[config.mk]
export PLATFORM = sky130hd
export DESIGN_NAME = stwp_ctrl
export DESIGN_NICKNAME = d
export VERILOG_FILES = /design/src/rtl/stwp_pkg.sv /design/src/rtl/stwp_ctrl.sv
export SDC_FILE = /design/constraint.sdc
export NUM_CORES = 1
export LEC_CHECK = 0
export BUFFER_PORTS_ARGS = -buffer_cell sky130_fd_sc_hd__buf_2
export CORE_AREA = 2 2 39 41
export DETAILED_ROUTE_END_ITERATION = 10
export DIE_AREA = 0 0 41 43
export GPL_ROUTABILITY_DRIVEN = 0
export PLACE_DENSITY = 0.73
export SLEW_MARGIN = 20
export SYNTH_ARGS = -nofsm -noshare
export SYNTH_HDL_FRONTEND = slang
export SYNTH_SLANG_ARGS = --single-unit
[constraint.sdc]
create_clock -name clk -period 2.76 [get_ports clk]
set_clock_uncertainty 0.15 [all_clocks]
set_input_delay 0.138 -clock clk [delete_from_list [all_inputs] [get_ports clk]]
set_output_delay 0.138 -clock clk [all_outputs]
set_load 0.02 [all_outputs]
[src/rtl/stwp_pkg.sv]
package stwp_pkg;

	// Field widths of one transaction.
	localparam int IDX_W  = 10;
	localparam int KEY_W  = 64;
	localparam int MOVE_W = 16;
	localparam int WT_W   = 16;
	localparam int CNT_W  = 11;
	localparam int RND_W  = 32;

	// Feedback taps of the Galois generator.
	localparam logic [RND_W-1:0] LFSR_TAPS = 32'h8020_0003;

	// Register indexes on the configuration port.
	localparam logic REG_COUNT = 1'b0;
	localparam logic REG_SEED  = 1'b1;

	// Commands from the controller to the datapath.
	typedef struct packed {
		logic latch;
		logic red_step;
		logic mem_wr;
		logic srch_rd;
		logic srch_upd;
		logic scan_rd;
		logic scan_upd;
		logic rem_start;
		logic pick_upd;
		logic pos_inc;
	} stwp_cmd_t;

	// Status from the datapath to the controller.
	typedef struct packed {
		logic red_last;
		logic cnt_zero;
		logic lo_lt_hi;
		logic pos_lt_cnt;
		logic key_eq;
		logic need_rem;
		logic rem_done;
	} stwp_stat_t;

endpackage

[src/rtl/stwp_ctrl.sv]
module stwp_ctrl (
	input  logic                 clk,
	input  logic                 arst_n,
	input  logic                 start,
	input  logic                 kind,
	input  stwp_pkg::stwp_stat_t stat,
	output stwp_pkg::stwp_cmd_t  cmd,
	output logic                 busy,
	output logic                 done
);

	import stwp_pkg::*;

	localparam logic [3:0] ST_IDLE = 4'd0;
	localparam logic [3:0] ST_RED  = 4'd1;
	localparam logic [3:0] ST_WR   = 4'd2;
	localparam logic [3:0] ST_SRCH = 4'd3;
	localparam logic [3:0] ST_SCMP = 4'd4;
	localparam logic [3:0] ST_SCAN = 4'd5;
	localparam logic [3:0] ST_SCHK = 4'd6;
	localparam logic [3:0] ST_DIV  = 4'd7;
	localparam logic [3:0] ST_DONE = 4'd8;

	logic [3:0] state_q;
	logic [3:0] state_nx;

	// Next state and datapath commands.
	always_comb begin
		state_nx = state_q;
		cmd      = '0;
		unique case (state_q)
			ST_IDLE: begin
				if (start) begin
					cmd.latch = 1'b1;
					state_nx  = kind ? ST_SRCH : ST_RED;
				end
			end
			ST_RED: begin
				cmd.red_step = 1'b1;
				if (stat.red_last) begin
					state_nx = ST_WR;
				end
			end
			ST_WR: begin
				cmd.mem_wr = 1'b1;
				state_nx   = ST_IDLE;
			end
			ST_SRCH: begin
				if (stat.cnt_zero) begin
					state_nx = ST_DONE;
				end else if (stat.lo_lt_hi) begin
					cmd.srch_rd = 1'b1;
					state_nx    = ST_SCMP;
				end else begin
					state_nx = ST_SCAN;
				end
			end
			ST_SCMP: begin
				cmd.srch_upd = 1'b1;
				state_nx     = ST_SRCH;
			end
			ST_SCAN: begin
				if (stat.pos_lt_cnt) begin
					cmd.scan_rd = 1'b1;
					state_nx    = ST_SCHK;
				end else begin
					state_nx = ST_DONE;
				end
			end
			ST_SCHK: begin
				if (!stat.key_eq) begin
					state_nx = ST_DONE;
				end else begin
					cmd.scan_upd = 1'b1;
					if (stat.need_rem) begin
						cmd.rem_start = 1'b1;
						state_nx      = ST_DIV;
					end else begin
						cmd.pos_inc = 1'b1;
						state_nx    = ST_SCAN;
					end
				end
			end
			ST_DIV: begin
				if (stat.rem_done) begin
					cmd.pick_upd = 1'b1;
					cmd.pos_inc  = 1'b1;
					state_nx     = ST_SCAN;
				end
			end
			ST_DONE: begin
				state_nx = ST_IDLE;
			end
			default: begin
				state_nx = ST_IDLE;
			end
		endcase
	end

	always_ff @(posedge clk or negedge arst_n) begin
		if (!arst_n) begin
			state_q <= ST_IDLE;
		end else begin
			state_q <= state_nx;
		end
	end

	assign busy = (state_q != ST_IDLE);
	assign done = (state_q == ST_DONE);

endmodule

==> impl_metrics.csv <==
group,metric,value,unit
run_status,status,"completed",
floorplan,pin_count,23,
sta,tns,0,ns
cells_and_area,final_nets,94,
cts,hold_buffers,2,
sta,worstMarginPinSlew,0.519,ns
synth,syn_inst,59,
grt,grt_pass1_wl,1770,um
power_and_ir_drop,p_leak,0.304,nW
detailed_routing,drc,0,
floorplan,die_h,43,um
power_and_ir_drop,ir_drop,0.362,mV
synth,syn_nets,70,
critical_path,crit_type,"register to primary output",
detailed_routing,vias,511,
synth,synth_seq_cells,4,
cells_and_area,area_growth,28.0,%
critical_path,cp-end-kind,"primary output",
sta,fin_crit_sh,0.694,
detailed_routing,routed_wl,1080,um
cts,clk-insertion-delay-late,0.23,ns
cts,cts_setup_buffers,0,
cts,cts_tree,"done",
cts,htreeDepth,1,
synth,synth_warnings,0,
sta,fin_crit,1.92,ns
critical_path,worstPathRequired,2.47,ns
critical_path,path_max_fanout,19,
cts,cts_buffer_depth,2,
floorplan,initial_core_util,0.335,
power_and_ir_drop,switching_power,0.000257,W
floorplan,core,1380,um2
synth,synth.most_common_cell,"nor2_1",
power_and_ir_drop,p_clk_frac,0.141,
cts,cts_made_buffers,3,
sta,final.setup.worst_slack,0.845,ns
cells_and_area,antenna_cells,0,
synth,yosysSeqAreaShare,0.216,
place,pre_cts_ws,1.11,ns
sta,slew_viol_final,0,
critical_path,r2r_slack,1.21,ns
grt,grt_pass1_vias,409,
grt,grt_max_degree,20,
cells_and_area,final_core_util,0.429,
detailed_routing,wl_per_cell,11.1,um
floorplan,dieArea,1760,um2
flow_run,maxCapViolations,0,
sta,max_freq,522,MHz
synth,synth_ff_type,"dfrtp_1",
cells_and_area,largest_registers,"state_q (4)",
sta,finalSetupViolations,0,
detailed_routing,drtPass1Iterations,4,
floorplan,fp.dieW,41,um
min_path,min_path_type,"input pin to register",
synth,ys_top_cells_by_area,"dfrtp_1 22%, and3b_1 7.5%, buf_6 4.9%, nor2_1 4.9%, a21oi_1 4.3%",
power_and_ir_drop,p_comb_frac,0.549,
synth,async_flop_share,1.00,
critical_path,cp_data_arrival_time,1.63,ns
power_and_ir_drop,power.total,0.000519,W
cts,clock_sinks,4,
place,hpwl,825,um
min_path,hold-path-cell-count,3,
synth,syn_area_per_cell,7.87,um2
grt,antenna_found_initial,0,
sta,slew_headroom,0.654,
critical_path,ff2ff_path_depth,4,
synth,yosysTopAreaCell,"dfrtp_1",
sta,rsz0062_at_grt,"no",
cts,cts_resized,0,
place,numPortBuffers,22,
grt,track_usage,0.142,
grt,overflow,0,
cts,cts.clk_slew.worst_paths,0.04,ns
detailed_routing,vias_per_cell,5.27,
power_and_ir_drop,seqPwrFrac,0.310,
synth,synth_edf_count,0,
cts,cts_root_buffer,"clkbuf_4",
synth,synth.distinct_cells,28,
detailed_routing,drt-initial-drc-count,5,
synth,syn_area,464,um2
cells_and_area,drive_above_1_share,0.370,
power_and_ir_drop,p_sw_frac,0.496,
detailed_routing,detail-route-antenna-nets,0,
critical_path,startpoint_type,"register",
cells_and_area,largest_reg_flops,4,
floorplan,row_count,14,
cells_and_area,top_register,"state_q",
synth,synth_top_area_frac,0.216,
power_and_ir_drop,power.density,874,nW/um2
power_and_ir_drop,p_int,0.000262,W
sta,hold_viol,0,
==> worst max-delay path, stage by stage (launching register included) <==
cell and delay, ns:
dfrtp_1 0.66, nand2_2 0.14, nor4_1 0.27, and2_1 0.17
buf_2 0.16
==> worst paths after layout <==
path | startpoint | endpoint
setup / recovery | state_q[0] | cmd[6]
hold / removal | stat[3] | state_q[3]
setup reg to reg | state_q[1] | state_q[1]
hold reg to reg | state_q[3] | state_q[3]
max in group asynchronous | arst_n | state_q[2]
min in group asynchronous | arst_n | state_q[0]
==> stage by stage <==
step | std cells | cell area (um2) | hold WS (ns)
after floorplan | 59 | 464 | -0.308
final | 97 | 594 | 0.0602
after CTS | 97 | 594 | 0.0623
after global placement | 92 | 552 | -0.204
after detailed placement | 92 | 552 | -0.203
after global routing | 97 | 594 | 0.0895
==> routing by layer <==
layer | vias up | GRT usage | wire length [um]
met5 | - | 0 | 0
met4 | 0 | 0.0200 | 0
met3 | 0 | 0.0471 | 52
met2 | 12 | 0.206 | 531
met1 | 242 | 0.205 | 497
li1 | 257 | - | -
==> layout by cell type, fill, tap and decap left out, types with 2 or more instances in the layout <==
cell           instances
dlygate4sd3_1          2
dfrtp_1                4
and3b_1                4
nor2_1                 6
nand2_1                4
nand2b_1               2
nor2b_1                2
nor4_1                 2
buf_2                 22
nor3_1                 3
a21oi_1                4
o21ai_1                4
and2_1                 2
nor4b_1                2
and3_1                 3
clkbuf_4               3
==> power groups by stage <==
stage                     clock network (W)  registers, W  logic (W)
after global placement                    0      0.000160   0.000279
after global routing              0.0000790      0.000175   0.000319
after floorplan                           0     0.0000948   0.000312
after detailed placement                  0      0.000162   0.000284
after CTS                         0.0000748      0.000160   0.000286
final                             0.0000730      0.000161   0.000285
==> logic make-up (layout without fill, tap and decap cells) <==
logic type	after synthesis	count (layout)	share of synthesized area
buffers and inverters	5	27	0.0916
AOI/OAI and AO/OA	12	12	0.164
DFF	4	4	0.216
and+or+nand+nor	38	38	0.528
==> area by class of cell <==
cell class              instances  area (um2)
fillers                       149         790
multi-input cells              50         322
repair buffers                 24         130
flip-flops and latches          4         100
clock buffers                   3        22.5
well taps                      16        20.0
No activity file was read; power rests on OpenSTA's default activity.
